File: config.mk
export PLATFORM = sky130hd
export DESIGN_NAME = bdc_axis_map
export DESIGN_NICKNAME = d
export VERILOG_FILES = /design/src/sv/bdc_pkg.sv /design/src/sv/bdc_axis_map.sv
export SDC_FILE = /design/constraint.sdc
export NUM_CORES = 2
export LEC_CHECK = 0
export BUFFER_PORTS_ARGS = -buffer_cell sky130_fd_sc_hd__buf_2
export CELL_PAD_IN_SITES_DETAIL_PLACEMENT = 1
export CELL_PAD_IN_SITES_GLOBAL_PLACEMENT = 1
export CORE_ASPECT_RATIO = 0.75
export CORE_MARGIN = 5
export CORE_UTILIZATION = 32
export CTS_BUF_LIST = sky130_fd_sc_hd__clkbuf_4
export DETAILED_ROUTE_END_ITERATION = 12
export GPL_ROUTABILITY_DRIVEN = 0
export GPL_TIMING_DRIVEN = 0
export PLACE_DENSITY = 0.67
export SYNTH_ARGS = -nofsm -noshare
export SYNTH_HDL_FRONTEND = slang
export SYNTH_SLANG_ARGS = --single-unit
File: constraint.sdc
create_clock -name clk -period 24.1 [get_ports clk]
set_input_delay 1.205 -clock clk [delete_from_list [all_inputs] [get_ports clk]]
set_output_delay 1.205 -clock clk [all_outputs]
set_load 0.02 [all_outputs]
File: src/sv/bdc_pkg.sv
// Package for the detection head box decoder: payload structs, register
// indexes, item kinds, pipeline enable bundle and reset values.
// No dependencies.
package bdc_pkg;

  // Default sizes, handed to the top-level parameters
  localparam int MAX_CLASSES_DEF    = 256;
  localparam int MAX_IMAGE_SIDE_DEF = 8192;

  // Configuration port sizing
  localparam int CFG_DATA_W = 24;
  localparam int CFG_IDX_W  = 3;

  // Register reset values
  localparam logic [15:0] SCORE_THRESHOLD_RST = 16'd16384;
  localparam logic [23:0] INVERSE_GAIN_RST    = 24'd65536;
  localparam logic [14:0] PAD_RST             = 15'd0;
  localparam logic [13:0] IMAGE_SIDE_RST      = 14'd640;
  localparam logic [8:0]  CLASS_COUNT_RST     = 9'd80;

  // Register indexes on the configuration port
  typedef enum logic [CFG_IDX_W-1:0] {
    REG_SCORE_THRESHOLD = 3'd0,
    REG_INVERSE_GAIN    = 3'd1,
    REG_PAD_X           = 3'd2,
    REG_PAD_Y           = 3'd3,
    REG_IMAGE_WIDTH     = 3'd4,
    REG_IMAGE_HEIGHT    = 3'd5,
    REG_CLASS_COUNT     = 3'd6
  } cfg_reg_t;

  // Item kinds
  localparam logic KIND_COORD = 1'b0;
  localparam logic KIND_SCORE = 1'b1;

  // Input beat
  typedef struct packed {
    logic               kind;
    logic signed [15:0] centre_x;
    logic signed [15:0] centre_y;
    logic signed [15:0] box_width;
    logic signed [15:0] box_height;
    logic [15:0]        score;
    logic               last_score;
  } cand_t;

  // Output beat
  typedef struct packed {
    logic [7:0]  class_id;
    logic [15:0] confidence;
    logic [12:0] left;
    logic [12:0] top;
    logic [13:0] width;
    logic [13:0] height;
  } det_t;

  // Closed candidate handed from the score tracker to the box pipeline
  typedef struct packed {
    logic [15:0]        conf;
    logic [7:0]         cls;
    logic signed [15:0] cx;
    logic signed [15:0] cy;
    logic signed [15:0] w;
    logic signed [15:0] h;
  } snap_t;

  // Load enables of the box mapping stages
  typedef struct packed {
    logic prod;
    logic clamp;
    logic out;
  } stage_en_t;

endpackage

File: src/sv/bdc_axis_map.sv
// One axis of the letterbox-to-image mapping: padding, gain products, corner
// truncation and clamp, size limit. Three registered stages.
// Depends on bdc_pkg.
module bdc_axis_map #(
  parameter int MAX_IMAGE_SIDE = bdc_pkg::MAX_IMAGE_SIDE_DEF
) (
  input  logic               clk,
  input  bdc_pkg::stage_en_t en,
  input  logic signed [15:0] centre,
  input  logic signed [15:0] size,
  input  logic [14:0]        pad,
  input  logic [13:0]        side,
  input  logic [23:0]        gain,
  output logic [12:0]        edge_px,
  output logic [13:0]        size_px,
  output logic               ok
);
  import bdc_pkg::*;

  logic signed [17:0] diff;
  logic signed [42:0] c_prod;
  logic signed [40:0] w_prod;

  logic [13:0]        lim;
  logic [13:0]        lim_m1;
  logic signed [44:0] n;
  logic [23:0]        q;
  logic [13:0]        edge_next;
  logic [13:0]        edge_b;
  logic [13:0]        lim_b;
  logic signed [40:0] w_b;

  logic [13:0]        span;
  logic [33:0]        room;
  logic               w_pos;
  logic               w_over;
  logic               ok_next;
  logic [13:0]        size_next;

  // Subtract padding from the centre (Q11.4, sign-extended)
  assign diff = {{2{centre[15]}}, centre} - {3'b000, pad};

  // Multiply by the inverse gain, Q.20 results
  always_ff @(posedge clk) begin
    if (en.prod) begin
      c_prod <= diff * $signed({1'b0, gain});
      w_prod <= size * $signed({1'b0, gain});
    end
  end

  // Limit the image side to 1..MAX_IMAGE_SIDE
  always_comb begin
    if (side == 14'd0) begin
      lim = 14'd1;
    end else if ({18'd0, side} > 32'(MAX_IMAGE_SIDE)) begin
      lim = 14'(MAX_IMAGE_SIDE);
    end else begin
      lim = side;
    end
    lim_m1 = lim - 14'd1;
  end

  // Corner in Q.21: 2c - w, truncate toward zero, clamp into the image
  always_comb begin
    n = {c_prod[42], c_prod, 1'b0} - {{4{w_prod[40]}}, w_prod};
    q = n[44:21];
    if (n[44]) begin
      edge_next = '0;
    end else if (q > {10'd0, lim_m1}) begin
      edge_next = lim_m1;
    end else begin
      edge_next = q[13:0];
    end
  end

  always_ff @(posedge clk) begin
    if (en.clamp) begin
      edge_b <= edge_next;
      lim_b  <= lim;
      w_b    <= w_prod;
    end
  end

  // Limit the size to the room left in the image, keep positive sizes only
  always_comb begin
    span      = lim_b - edge_b;
    room      = {span, 20'd0};
    w_pos     = !w_b[40];
    w_over    = w_pos && (w_b[39:0] > {6'd0, room});
    ok_next   = w_over || (w_pos && (w_b != '0));
    size_next = w_over ? span : w_b[33:20];
  end

  always_ff @(posedge clk) begin
    if (en.out) begin
      edge_px <= edge_b[12:0];
      size_px <= size_next;
      ok      <= ok_next;
    end
  end

endmodule

==> impl_results.md <==
* Final hold slack at 0.4674 ns
* Outcome: finished with violations
* Max_cap viols at 2
* Area grow syn2layout at 7.853%
* Min Tclk post-route at 11.09 ns
* Post-CTS setup repair buffer count at 0
* Die X at 399.8 um
* Total number of vias at 28,540
* Final setup violation count at 0
* CTS sink cnt at 180
* Layout Cells excl Fill at 5,628
* Yosys reg bits at 180
* # resized after CTS at 0
* Sequential share of the synthesized area at 14.82%
* Cells after Synth at 3,943
* Slowest stage delay, CP at 1.15 ns
* Vias in the first global route at 29,960
* Final Hold Viols at 0
* Initial antenna violation count at 26
* Synth warn at 0
* Cts bufs inserted at 17
* DR DRC count at 0
* Yosys top cell by area: fa_1
* Total core area at 113,400 um2
* Die Y at 302.4 um
* Clk slew on worst S/H paths at 0.15 ns
* Final setup margin at 13.01 ns
* Min-delay worst type: flip-flop to flip-flop
* Setup crit end kind: flip-flop
* Port Buffers at 116
* Share of layout cells above drive strength 1 at 4.617%
* Failing checks: max-capacitance violations, max-slew violations
* Max Freq at 90.18 MHz
* Synthesized area at 36,470 um2
* Worst Path Arrival at 11.42 ns
* Routed Antenna Nets at 0
* Clk root buf: clkbuf_4
* Max Root-Sink Buffers at 2
* Setup tns final at 0 ns
* Most used cell, CP: fa_1
* Worst Path Max Fanout at 11
* WP data required at 24.43 ns
* Worst hold stages at 0
* Clk_lat worst skew at 0.66 ns
* Unrepaired setup endpoints after global routing: false
* Reg-to-Reg End: edge_b[7]
* Die area at 120,900 um2
* Drt pass-1 iters at 5
* First-pass GRT wire length at 190.0 mm
* DRT iter0 DRCs at 2,334
* R2R depth at 20
* Synth top area cells: fa_1 35%, edfxtp_1 15%, ha_1 13%
* Avg Cell Area, Syn at 9.250 um2
* Final #Nets at 5,188
* Rel. slew slack at -2.591%
* IO Pins at 117
* Distinct cells, synth at 82
* Startpoint Class: input pin
* Drt total wl at 126.6 mm
* GRT Overall Usage at 21.10%
* Syn_nets at 5,048
* Post-place setup slack at 12.55 ns
* Fin crit share at 46.01%
* Initial Util at 32.16%
* Synth top area share at 34.97%
* Fin Clk Skew at 0.03618 ns
* Post-synth EDFFs at 180
* GRT Residual Overflow at 0
* Htree depth at 4
* Max-slew violations at 14
* Post-DP HPWL at 107.4 mm
* Placed Instances at 5,589
* Most common cell after layout, fill and taps aside: inv_1
* Fraction of registers with async set/reset at 0%
* Worst r2r src: c_prod[15]
* Post-CTS Hold Fix Bufs at 0
* Slew @ Worst Pin at 1.534 ns
* Hold EP: w_b[14]
* Most frequent cells in the layout: 876 x inv_1, 637 x fa_1, 496 x nand2_1, 379 x ha_1, 261 x and2_1
* Worst path slowest cell: o31ai_1
* Type of the worst setup path: input pin to flip-flop
* Largest net degree at the start of global routing at 62
* HP Start: w_prod[14]
* Cell Rows at 107
* Most used flip-flop cell after synthesis: edfxtp_1
* TritonCTS clock tree: built
* Routed wire per std cell at 22.49 um
* Reg2Reg Setup Slack at 17.88 ns
* Vias per cell at 5.071
## layout make-up
cell class / count / area, um2
Multi-Input combinational cell: 2730 / 27150
Sequential cell: 180 / 5405
Inverter: 877 / 3292
Antenna cell: 8 / 20.02
Clock inverter: 12 / 122.6
Clock buffer: 18 / 135.1
Timing Repair Buffer: 121 / 660.6
Tap cell: 1526 / 1909
Buffer: 156 / 638.1
Fill cell: 13390 / 74060
## registers in the layout, summed over array words and instances (netlist names)
signal,flops
size_px,14
ok,1
edge_b,14
w_prod,41
lim_b,14
edge_px,13
w_b,41
c_prod,42
## per-stage QoR
| step | utilization [%] | area, um2 |
|---|---|---|
| finish | 34.69 | 39340 |
| detailed placement | 34.43 | 39050 |
| floorplan | - | 36470 |
| global route | 34.67 | 39320 |
| global placement | 34.36 | 38960 |
| CTS | 34.66 | 39310 |
## critical path: cells and delay by family
family	cells	cell delay, ns
AO/OA/AOI/OAI	11	3.11
AND/OR/NAND/NOR	6	2.22
adder cells (fa/ha/maj)	9	3.87
buffers and inverters	6	0.99
## layer usage
metal,vias to the layer above,global-route usage [%],share of wire (%)
met5,-,0,0.010
met4,2,3.736,1.9
met3,112,4.591,9.1
met2,985,31.19,42
met1,14890,31.94,47
li1,12550,-,-
## worst max-delay path by stage
stage                   start    endpoint  cells after the start
floorplan           centre[0]  c_prod[35]                     33
global placement       pad[1]  c_prod[40]                     31
detailed placement  centre[0]  c_prod[40]                     32
CTS                 centre[0]  c_prod[40]                     32
global route        centre[0]  c_prod[40]                     32
finish              centre[0]  c_prod[40]                     32
## logic make-up (layout without fill, tap and decap cells)
family	after synthesis	count (layout)	synth area share [%]
DFF	180	180	14.82
muxes	5	5	0.1475
other	1	9	0.01028
adders and majority gates	1016	1016	47.97
AOI/OAI and AO/OA	451	451	8.172
xor gates and xnor gates	117	117	2.810
and+or+nand+nor	1140	1140	15.30
buffers and inverters	1033	1184	10.78
## cells in the mapped netlist (42+ instances only)
cell type and count:
xnor2_1 83, nor2b_1 77, inv_1 876, nand2b_1 42
a21o_1 51, ha_1 379, fa_1 637, nand2_1 496
a21oi_1 114, clkbuf_1 148, edfxtp_1 180, o21ai_0 92
nor2_1 110, and2_1 261
Power is left out: the tool's default activity adds up to more than one toggle a clock period on the data nets, which glitch-free logic cannot reach.
