$ cat src/sv/bdc_pkg.sv
// Package for the detection head box decoder: payload structs, register
// indexes, item kinds, pipeline enable bundle and reset values.
// No dependencies.
package bdc_pkg;

  // Default sizes, handed to the top-level parameters
  localparam int MAX_CLASSES_DEF    = 256;
  localparam int MAX_IMAGE_SIDE_DEF = 8192;

  // Configuration port sizing
  localparam int CFG_DATA_W = 24;
  localparam int CFG_IDX_W  = 3;

  // Register reset values
  localparam logic [15:0] SCORE_THRESHOLD_RST = 16'd16384;
  localparam logic [23:0] INVERSE_GAIN_RST    = 24'd65536;
  localparam logic [14:0] PAD_RST             = 15'd0;
  localparam logic [13:0] IMAGE_SIDE_RST      = 14'd640;
  localparam logic [8:0]  CLASS_COUNT_RST     = 9'd80;

  // Register indexes on the configuration port
  typedef enum logic [CFG_IDX_W-1:0] {
    REG_SCORE_THRESHOLD = 3'd0,
    REG_INVERSE_GAIN    = 3'd1,
    REG_PAD_X           = 3'd2,
    REG_PAD_Y           = 3'd3,
    REG_IMAGE_WIDTH     = 3'd4,
    REG_IMAGE_HEIGHT    = 3'd5,
    REG_CLASS_COUNT     = 3'd6
  } cfg_reg_t;

  // Item kinds
  localparam logic KIND_COORD = 1'b0;
  localparam logic KIND_SCORE = 1'b1;

  // Input beat
  typedef struct packed {
    logic               kind;
    logic signed [15:0] centre_x;
    logic signed [15:0] centre_y;
    logic signed [15:0] box_width;
    logic signed [15:0] box_height;
    logic [15:0]        score;
    logic               last_score;
  } cand_t;

  // Output beat
  typedef struct packed {
    logic [7:0]  class_id;
    logic [15:0] confidence;
    logic [12:0] left;
    logic [12:0] top;
    logic [13:0] width;
    logic [13:0] height;
  } det_t;

  // Closed candidate handed from the score tracker to the box pipeline
  typedef struct packed {
    logic [15:0]        conf;
    logic [7:0]         cls;
    logic signed [15:0] cx;
    logic signed [15:0] cy;
    logic signed [15:0] w;
    logic signed [15:0] h;
  } snap_t;

  // Load enables of the box mapping stages
  typedef struct packed {
    logic prod;
    logic clamp;
    logic out;
  } stage_en_t;

endpackage

$ cat src/sv/bdc_score_track.sv
// Score tracker: holds box coordinates, keeps the running first maximum over
// class scores and registers a snapshot of each candidate that passes.
// Depends on bdc_pkg.
module bdc_score_track #(
  parameter int MAX_CLASSES = bdc_pkg::MAX_CLASSES_DEF
) (
  input  logic          clk,
  input  logic          rst,
  input  logic          accept,
  input  bdc_pkg::cand_t cand,
  input  logic [15:0]   score_threshold,
  input  logic [8:0]    class_count,
  output logic          close,
  output bdc_pkg::snap_t snap
);
  import bdc_pkg::*;

  localparam int SEEN_W = $clog2(MAX_CLASSES + 1);

  logic signed [15:0] held_centre_x;
  logic signed [15:0] held_centre_y;
  logic signed [15:0] held_width;
  logic signed [15:0] held_height;
  logic [15:0]        best_score;
  logic [7:0]         best_class;
  logic [SEEN_W-1:0]  seen;

  logic [SEEN_W-1:0]  cnt;
  logic               take;
  logic               better;
  logic [15:0]        best_score_next;
  logic [7:0]         best_class_next;

  // Limit the class count to 1..MAX_CLASSES
  always_comb begin
    if (class_count == 9'd0) begin
      cnt = SEEN_W'(1);
    end else if ({23'd0, class_count} > 32'(MAX_CLASSES)) begin
      cnt = SEEN_W'(MAX_CLASSES);
    end else begin
      cnt = SEEN_W'(class_count);
    end
  end

  // Running first maximum including the score on the input
  always_comb begin
    take            = seen < cnt;
    better          = take && ((seen == '0) || (cand.score > best_score));
    best_score_next = better ? cand.score : best_score;
    best_class_next = better ? 8'(seen) : best_class;
  end

  assign close = accept && (cand.kind == KIND_SCORE) && cand.last_score &&
                 (best_score_next > score_threshold);

  // Update held coordinates and the running maximum
  always_ff @(posedge clk) begin
    if (rst) begin
      held_centre_x <= '0;
      held_centre_y <= '0;
      held_width    <= '0;
      held_height   <= '0;
      best_score    <= '0;
      best_class    <= '0;
      seen          <= '0;
    end else if (accept) begin
      if (cand.kind == KIND_COORD) begin
        held_centre_x <= cand.centre_x;
        held_centre_y <= cand.centre_y;
        held_width    <= cand.box_width;
        held_height   <= cand.box_height;
        best_score    <= '0;
        best_class    <= '0;
        seen          <= '0;
      end else if (cand.last_score) begin
        best_score <= '0;
        best_class <= '0;
        seen       <= '0;
      end else begin
        best_score <= best_score_next;
        best_class <= best_class_next;
        if (take) begin
          seen <= seen + 1'b1;
        end
      end
    end
  end

  // Capture the closing candidate
  always_ff @(posedge clk) begin
    if (close) begin
      snap.conf <= best_score_next;
      snap.cls  <= best_class_next;
      snap.cx   <= held_centre_x;
      snap.cy   <= held_centre_y;
      snap.w    <= held_width;
      snap.h    <= held_height;
    end
  end

`ifndef NO_ASSERTIONS
  a_coord_clears: assert property (@(posedge clk) disable iff (rst)
    (accept && (cand.kind == KIND_COORD)) |=> (seen == '0) && (best_score == '0))
    else $error("coordinate beat did not clear the running maximum");

  a_seen_counts: assert property (@(posedge clk) disable iff (rst)
    (accept && (cand.kind == KIND_SCORE) && !cand.last_score && (seen < cnt))
    |=> (seen == $past(seen) + 1'b1))
    else $error("score counter did not advance");
`endif

endmodule

$ cat config.mk
export PLATFORM = sky130hd
export DESIGN_NAME = bdc_score_track
export DESIGN_NICKNAME = d
export VERILOG_FILES = /design/src/sv/bdc_pkg.sv /design/src/sv/bdc_score_track.sv
export SDC_FILE = /design/constraint.sdc
export NUM_CORES = 1
export LEC_CHECK = 0
export BUFFER_PORTS_ARGS = -buffer_cell sky130_fd_sc_hd__clkbuf_2
export CORE_MARGIN = 4
export CORE_UTILIZATION = 48
export DETAILED_ROUTE_END_ITERATION = 10
export PLACE_DENSITY = 0.76
export SLEW_MARGIN = 20
export SYNTH_ARGS = -nofsm -noshare
export SYNTH_HDL_FRONTEND = slang
export SYNTH_SLANG_ARGS = --single-unit
$ cat constraint.sdc
create_clock -name clk -period 8.02 [get_ports clk]
set_input_delay 0 -clock clk [delete_from_list [all_inputs] [get_ports clk]]
set_output_delay 0 -clock clk [all_outputs]
set_load 0.05 [all_outputs]
==> flow_summary.rst, run 1 <==
.. list-table::
   :header-rows: 1

   * - Metric
     - Value
   * - Type of the worst min-delay path
     - in2reg
   * - Combinational family with the most area after synthesis
     - simple AND/OR/NAND/NOR gates
   * - Final clock period utilization by the worst path
     - 0.7244
   * - Rel. slew slack
     - 0.3075
   * - Vias
     - 6573
   * - Maximum fanout encountered on the critical timing path
     - 80
   * - Clock Tree Buf Depth
     - 2
   * - Maximum number of pins on one net before global-route repair
     - 84
   * - Final worst-path setup slack
     - approximately 2200 ps
   * - Deepest level of the CTS H-tree
     - 4
   * - Status
     - finished, final reports clean
   * - Largest vdd supply drop
     - around 140 µV
   * - Die outline area
     - 18350 µm²
   * - Initial core utilization
     - 0.4909
   * - Fillers
     - between 1000 and 1500
   * - Final routed wire length divided by cell count
     - ~16 µm
   * - Die X
     - 135.5 µm
   * - TritonCTS Sinks
     - between 150 and 200
   * - Share of the synthesized area in the top cell type
     - 0.3388
   * - Area leader, netlist
     - sky130_fd_sc_hd__edfxtp_1
   * - Power density relative to cell area
     - about 200 nW/µm²
   * - DRC violation count after routing
     - 0
   * - Final min period
     - ~5800 ps
   * - Placer's final routability congestion estimate
     - 0.8694
   * - Net count reported at finish
     - 1170
   * - Post-Synth XOR/XNOR Area
     - 0.001123
   * - Root cell of the clock tree
     - sky130_fd_sc_hd__clkbuf_16
   * - Clock Skews
     - roughly 14 ps
   * - Number of non-filler instances in the completed layout
     - ~1200
   * - Max Freq
     - 172.1 MHz
   * - Type of the setup path with the least slack
     - reg2reg
   * - Post-synthesis share of cell area spent on and, or, nand and nor gates
     - 0.1482
   * - Layer with the highest usage
     - met2
   * - Global-route wire length before repair
     - roughly 32000 µm
   * - Setup repair after global routing missed its margin
     - false
   * - Sequential cell area
     - ~4600 µm²
   * - Routing usage on met3
     - 0.04903
   * - Dpl ws
     - 2295 ps
   * - Final Max Tran Viols
     - 0
   * - Core Util, Final
     - 0.6511
   * - Cts bufs inserted
     - 17
   * - Core box area
     - about 16000 µm²
   * - Max capacitance violation total
     - 0
   * - Antenna diode count
     - 0
   * - Signal arrival time at the worst endpoint
     - ~5900 ps
   * - Footprint of the multi-input gates
     - 2897 µm²
   * - Leak Pwr
     - around 0.0045 µW
   * - Switching part of the total
     - 0.2652
   * - Clock network latency to the later pin of the worst-skew pair
     - approximately 430 ps
   * - Sequential-to-total area share from yosys stat
     - 0.5878
   * - Primary FF master, synth
     - sky130_fd_sc_hd__dfxtp_1
   * - Mapped Cells
     - approximately 760
   * - Clock power share
     - 0.402
   * - Num rows
     - 46
   * - Synth-to-Final Area Change
     - 32.62%
   * - Number of hold violations in the final report
     - 0
   * - Nets in the synthesized netlist
     - roughly 910
   * - Ratio of cells with drive above 1 in the final layout
     - 0.2444
   * - Main area contributors after synthesis
     - sky130_fd_sc_hd__edfxtp_1, sky130_fd_sc_hd__dfxtp_1, sky130_fd_sc_hd__nand2_1
   * - Area fraction in compound gates after synthesis
     - 0.1336
   * - Required time of the critical path
     - slightly above 8000 ps
   * - CTS tree
     - built
   * - Kind of start point of the critical path
     - flop
   * - Flops & latches, synth
     - 185
   * - Distinct cell type count after synthesis
     - 42
   * - DP Wirelength
     - between 10000 and 15000 µm
   * - Ports placed on the boundary
     - slightly below 200
   * - Fraction of the mapped netlist area in adder cells
     - 0.06738
   * - Final sum of negative setup slack
     - 0 ps
   * - Height of the die
     - about 140 µm
   * - Initial antenna violation count
     - 0
   * - Number of synthesis warnings
     - 0
   * - Resize count post-CTS
     - 0
   * - Vias per std cell
     - 5.271
   * - Met2 Resource Use GR
     - 0.3814
   * - Portion of total power attributed to sequential cells
     - 0.492
   * - Mux cell area share after synthesis
     - 0.01749
   * - Vias in the first global route
     - approximately 6400
   * - Nature of the critical path endpoint
     - flop
   * - Total congestion overflow after global routing
     - 0
   * - Number of synthesized flops with an enable pin
     - about 90
   * - Final count of negative-setup-slack endpoints
     - 0
   * - Cell Area, Synth
     - 7799 µm²
   * - Iter 0 DRT Violations
     - 383
   * - Post-route total power
     - about 2100 µW
   * - M1 GR Usage
     - 0.2714
   * - Clock slew at reported path FFs
     - 80 ps
   * - Residual antenna-violating net count after detailed routing
     - 0
   * - Number of buffers inserted by port buffering
     - between 150 and 200
   * - Mean area per synthesized cell
     - just over 10 µm²
   * - Post-synthesis async set-or-reset flop share
     - 0
   * - Total net switching power
     - 552.4 µW
   * - Total GRT Usage
     - 0.2204
   * - Least-Margin Pin Slew
     - roughly 1000 ps
   * - Cell-internal power
     - 1531 µW
   * - Placed cell count
     - 1135
   * - Logic gate share of total power
     - 0.106
   * - Detailed Route WL
     - 20170 µm
   * - Initial DRT Pass Iterations
     - 8
-- synth_stat cells (all sizes together), types with 2 or more instances --
library cell  number
and3               3
nor2b              2
dfxtp             97
a21oi            108
or4                4
inv               35
or3                2
nand4             13
nor2              13
nand2b             4
o21a               2
ha                42
and2              10
mux2i              2
nand3             23
nand2            168
o21ai             24
nor4               2
nor3              16
a211o             25
mux2               9
o211ai             4
edfxtp            88
buf                8
a21o               7
clkbuf            36
-- through the flow --
step           hold WS, ps  area (µm²)
2_1_floorplan        117.8        7802
3_3_place_gp         223.5        8922
3_5_place_dp         229.6        8922
4_1_cts              111.2       10340
5_1_grt              162.1       10340
6_report             121.5       10340
-- path summary, 6_finish.rpt --
| path | start | to | slack (ps) | cells past startpoint |
|---|---|---|---|---|
| max | seen[7] | snap[68] | 2210 | 15 |
| min | class_count[8] | seen[2] | 120 | 6 |
| max reg2reg | seen[7] | snap[68] | 2210 | 15 |
| min reg2reg | held_centre_x[15] | snap[63] | 420 | 0 |
-- metal layers --
metal / part of all wire / vias to the layer above / wire, µm
li1: - / 3198 / -
met1: 0.41 / 3089 / 8340
met2: 0.50 / 256 / 10080
met3: 0.067 / 30 / 1352
met4: 0.020 / 0 / 400
met5: 0 / - / 0
-- flip-flops by register name, summed over array words and instances, names as in the netlist --
| name | count |
|---|---|
| snap | 88 |
| best_class | 8 |
| held_centre_x | 16 |
| held_centre_y | 16 |
| held_height | 16 |
| best_score | 16 |
| seen | 9 |
| held_width | 16 |
-- kinds of logic after synthesis --
family,after synthesis
fa+ha+maj,42
buf+inv,80
xor+xnor,1
compound gates,178
mux,11
simple gates,262
flops,185
-- power groups by stage --
| stage | sequential (µW) | clock, µW | combinational (µW) |
|---|---|---|---|
| 4_1_cts | 1020 | 853 | 220 |
| 2_1_floorplan | 1070 | 0 | 99.7 |
| 6_report | 1020 | 837 | 221 |
| 3_5_place_dp | 1050 | 0 | 188 |
| 5_1_grt | 1030 | 891 | 244 |
| 3_3_place_gp | 1040 | 0 | 185 |
-- critical path: stages (launching register included) --
cell	delay [ps]
sky130_fd_sc_hd__dfxtp_1	450
sky130_fd_sc_hd__ha_1	290
sky130_fd_sc_hd__nand4_1	130
sky130_fd_sc_hd__a2111oi_0	70
sky130_fd_sc_hd__a21oi_1	380
sky130_fd_sc_hd__and3_4	570
sky130_fd_sc_hd__and2_1	890
sky130_fd_sc_hd__o21ai_0	250
sky130_fd_sc_hd__ha_1	360
sky130_fd_sc_hd__a21o_1	100
sky130_fd_sc_hd__a21o_1	100
sky130_fd_sc_hd__a21oi_1	50
sky130_fd_sc_hd__o21ai_0	290
sky130_fd_sc_hd__o21ai_0	200
sky130_fd_sc_hd__a21oi_4	340
sky130_fd_sc_hd__buf_4	840
-- timing repair --
item | CTS | global route
hold buffers | 80 | 0
endpoints found under the hold margin | 90 | 0
buffers inserted | 0 | 0
-- cell usage in the layout (no fill, tap or decap), drive strengths merged, types with 2 or more instances in the layout --
| cell type | Yosys | final |
|---|---|---|
| o211ai | 4 | 4 |
| nand2b | 4 | 4 |
| nor2b | 2 | 2 |
| buf | 8 | 7 |
| or3 | 2 | 2 |
| nor3 | 16 | 16 |
| inv | 35 | 41 |
| and3 | 3 | 3 |
| or4 | 4 | 4 |
| dlygate4sd3 | 0 | 80 |
| and2 | 10 | 10 |
| o21a | 2 | 2 |
| dfxtp | 97 | 97 |
| nand4 | 13 | 13 |
| nand3 | 23 | 23 |
| clkbuf | 36 | 214 |
| a21oi | 108 | 108 |
| nand2 | 168 | 168 |
| a21o | 7 | 7 |
| mux2 | 9 | 9 |
| ha | 42 | 42 |
| edfxtp | 88 | 88 |
| clkinv | 1 | 8 |
| mux2i | 2 | 2 |
| nor4 | 2 | 2 |
| a211o | 25 | 25 |
| nor2 | 13 | 13 |
| o21ai | 24 | 24 |
| clkinvlp | 0 | 2 |
-- layout make-up --
class	instances	area share
Clock buffer	17	0.04113
Sequential cell	185	0.4433
Clock inverter	15	0.01875
Multi-Input combinational cell	494	0.2801
Tap cell	216	0.02613
Timing Repair Buffer	284	0.1776
Inverter	36	0.01307
(Power assumes the default switching activity.)
==> run 2: changes to the inputs <==
clock period = 4.76 ns   (was 8.02 ns; I/O delays follow)
==> run 2 against run 1 <==
Die area stayed put. Critical path type is now reg2out. Clock skew is 1.1 ps higher. Global-route usage is 0.48 points higher.
==> flow_summary.rst, run 2 (synthesis results as in run 1) <==
.. list-table::
   :header-rows: 1

   * - Metric
     - Value
   * - Status
     - finished, final reports clean
   * - Portion of total power attributed to sequential cells
     - 0.482 (-0.010)
   * - Antenna diode count
     - 0 (unchanged)
   * - Least-Margin Pin Slew
     - 1077 ps (+38.21 ps)
   * - Slowest Stage Delay on Critical Path
     - 440 ps (-450 ps)
   * - Vias
     - 6638 (+0.99%)
   * - Final worst-path setup slack
     - 241.5 ps (-1969 ps)
   * - Number of buffers inserted by port buffering
     - 198 (unchanged)
   * - Cts bufs inserted
     - 17 (unchanged)
   * - Hold Path Depth
     - 4 (-2)
   * - Final Max Tran Viols
     - 0 (unchanged)
   * - Fillers
     - 1205 (-0.33%)
   * - Footprint of the multi-input gates
     - 2979 µm² (+2.9%)
   * - Sequential cell area
     - 4592 µm² (+0.16%)
   * - Kind of start point of the critical path
     - flop
   * - FF-to-FF End
     - snap[64]
   * - Clock power share
     - 0.409 (+0.007)
   * - Max capacitance violation total
     - 0 (unchanged)
   * - Largest vdd supply drop
     - 245.7 µV (+73%)
   * - DP Wirelength
     - 13200 µm (+2.6%)
   * - Placer's final routability congestion estimate
     - 0.8965 (+3.1%)
   * - Residual antenna-violating net count after detailed routing
     - 0 (unchanged)
   * - Final min period
     - approximately 4500 ps
   * - Signal arrival time at the worst endpoint
     - 4520 ps (-1340 ps)
   * - Initial core utilization
     - 0.4909 (unchanged)
   * - Final clock period utilization by the worst path
     - 0.9493
   * - Final count of negative-setup-slack endpoints
     - 0 (unchanged)
   * - Initial DRT Pass Iterations
     - 5 (-3)
   * - TritonCTS Sinks
     - 185 (unchanged)
   * - Clock slew at reported path FFs
     - 70 ps (about the same)
   * - CTS tree
     - built
   * - Detail Route met3 WL
     - 1476 µm (+9.2%)
   * - Height of the die
     - 135.5 µm (unchanged)
   * - Global-route wire length before repair
     - 32530 µm (+1.7%)
   * - Iter 0 DRT Violations
     - 461 (+20%)
   * - Reg-to-reg startpoint
     - best_score[15]
   * - Deepest level of the CTS H-tree
     - 4 (unchanged)
   * - Detailed Route WL
     - 21180 µm (+5.0%)
   * - Clock Skews
     - 14.83 ps (+1.142 ps)
   * - Routed met1 length
     - 8465 µm (+1.5%)
   * - Root cell of the clock tree
     - sky130_fd_sc_hd__clkbuf_16
   * - Num rows
     - 46 (unchanged)
   * - Power density relative to cell area
     - 341.6 nW/µm² (+70%)
   * - Final routed wire length divided by cell count
     - 16.93 µm (+4.7%)
   * - Leak Pwr
     - 0.004514 µW (+1.2%)
   * - Launch instance of the worst min-delay path
     - cand[81]
   * - Ratio of cells with drive above 1 in the final layout
     - 0.2667 (+0.02224)
   * - Crit path max-delay cell type
     - sky130_fd_sc_hd__or4_4
   * - Max Freq
     - 221.3 MHz
   * - Nature of the critical path endpoint
     - output port
   * - Max reg flops
     - 88 (unchanged)
   * - Logic gate share of total power
     - 0.109 (+0.003)
   * - Type of the worst min-delay path
     - in2reg
   * - Rel. slew slack
     - 0.2804 (-0.02718)
   * - Number of hold violations in the final report
     - 0 (unchanged)
   * - Maximum number of pins on one net before global-route repair
     - 83 (-1.2%)
   * - Total GRT Usage
     - 0.2251 (+0.004751)
   * - Total congestion overflow after global routing
     - 0 (unchanged)
   * - Setup repair after global routing missed its margin
     - false
   * - Dpl ws
     - 473.3 ps (-1821 ps)
   * - Maximum fanout encountered on the critical timing path
     - 38 (-53%)
   * - Clock Tree Buf Depth
     - 2 (unchanged)
   * - DRC violation count after routing
     - 0 (unchanged)
   * - Worst setup slack for register-to-register paths
     - 610 ps (-1600 ps)
   * - Ports placed on the boundary
     - 199 (unchanged)
   * - Final sum of negative setup slack
     - 0 ps (unchanged)
   * - Type of the setup path with the least slack
     - reg2out
   * - Most flops, register
     - snap
   * - Switching part of the total
     - 0.2534 (-0.01175)
   * - Total net switching power
     - 908.0 µW (+64%)
   * - Clock network latency to the later pin of the worst-skew pair
     - 420 ps (about the same)
   * - Die outline area
     - 18350 µm² (unchanged)
   * - Synth-to-Final Area Change
     - 34.48%
   * - Initial antenna violation count
     - 0 (unchanged)
   * - Most frequent cells in the layout
     - sky130_fd_sc_hd__clkbuf_2, sky130_fd_sc_hd__nand2_1, sky130_fd_sc_hd__a21oi_1
   * - Hold endpoint
     - held_centre_x[15]
   * - Most common library cell in the layout ignoring fill and taps
     - sky130_fd_sc_hd__clkbuf_2
   * - Net count reported at finish
     - 1174 (+0.34%)
   * - Worst reg-to-reg path cell count
     - 15 (unchanged)
   * - Detail Route met2 WL
     - 10690 µm (+6.1%)
   * - Required time of the critical path
     - 4760 ps (-3310 ps)
   * - Cell-internal power
     - 2675 µW (+75%)
   * - Die X
     - 135.5 µm (unchanged)
   * - Core box area
     - 15890 µm² (unchanged)
   * - Cell repeated most along the worst path
     - sky130_fd_sc_hd__ha_1
   * - Vias in the first global route
     - 6443 (+0.92%)
   * - Critical path cell sequence
     - inv_1 -> ha_1 -> nand4_2 -> or4_4 -> a211o_1 -> and3_4 -> and2_2 -> o21ai_0 -> ha_1 -> nand4_1 -> nor2_1 -> a21oi_1 -> o21ai_1 -> a21oi_4 -> buf_12 -> clkbuf_2
   * - Vias per std cell
     - 5.306 (+0.67%)
   * - Top routing layer used
     - met4
   * - Core Util, Final
     - 0.6602 (+0.009137)
## run 2: repair_timing
action                                 4_1_cts  5_1_grt
endpoints found under the hold margin       82        0
gates resized for setup                      0        2
setup endpoints to repair                    0        1
buffers inserted                             0        1
hold buffers                                80        0
## run 2: cell type report
| class | instances | area share |
|---|---|---|
| Clock buffer | 17 | 0.04056 |
| Timing Repair Buffer | 287 | 0.1797 |
| Multi-Input combinational cell | 495 | 0.2841 |
| Tap cell | 216 | 0.02577 |
| Sequential cell | 185 | 0.4378 |
| Clock inverter | 15 | 0.01921 |
| Inverter | 36 | 0.01288 |
## run 2: power by group through the flow
| stage | combinational [µW] | sequential (µW) | clock [µW] |
|---|---|---|---|
| 3_3_place_gp | 324 | 1760 | 0 |
| 3_5_place_dp | 328 | 1760 | 0 |
| 2_1_floorplan | 177 | 1800 | 0 |
| 5_1_grt | 427 | 1730 | 1540 |
| 4_1_cts | 383 | 1730 | 1480 |
| 6_report | 391 | 1730 | 1460 |
## run 2: through the flow
stage                     hold slack (ps)  power [µW]  instance area [µm²]  cells
after floorplan                     117.8        1975                 7916    759
after global placement              223.9        2084                 9040   1137
after detailed placement            228.0        2091                 9040   1137
after CTS                           117.4        3586                10470   1249
after global routing                156.1        3700                10490   1251
final                               123.4        3583                10490   1251
## run 2: critical path: cells and delay by family, from the launching register on
family	cells	cell delay, ps
compound gates	5	1130
fa+ha+maj	2	660
buf+inv	3	640
flops	1	330
simple gates	6	1340
## run 2: how the worst max path moves through the flow
stage,startpoint,endpoint,slack (ps),depth (start not counted)
after CTS,seen[6],close,50,16
after global routing,best_score[15],close,20,16
after detailed placement,seen[6],snap[49],470,15
after floorplan,best_score[11],snap[0],-380,18
after global placement,seen[6],snap[43],550,15
final,best_score[15],close,240,16
## run 2: metal layers
metal	vias to the layer above	global-route usage
met2	262	0.3872
met3	42	0.05312
met1	3125	0.2763
met4	0	0.08343
li1	3209	-
met5	-	0
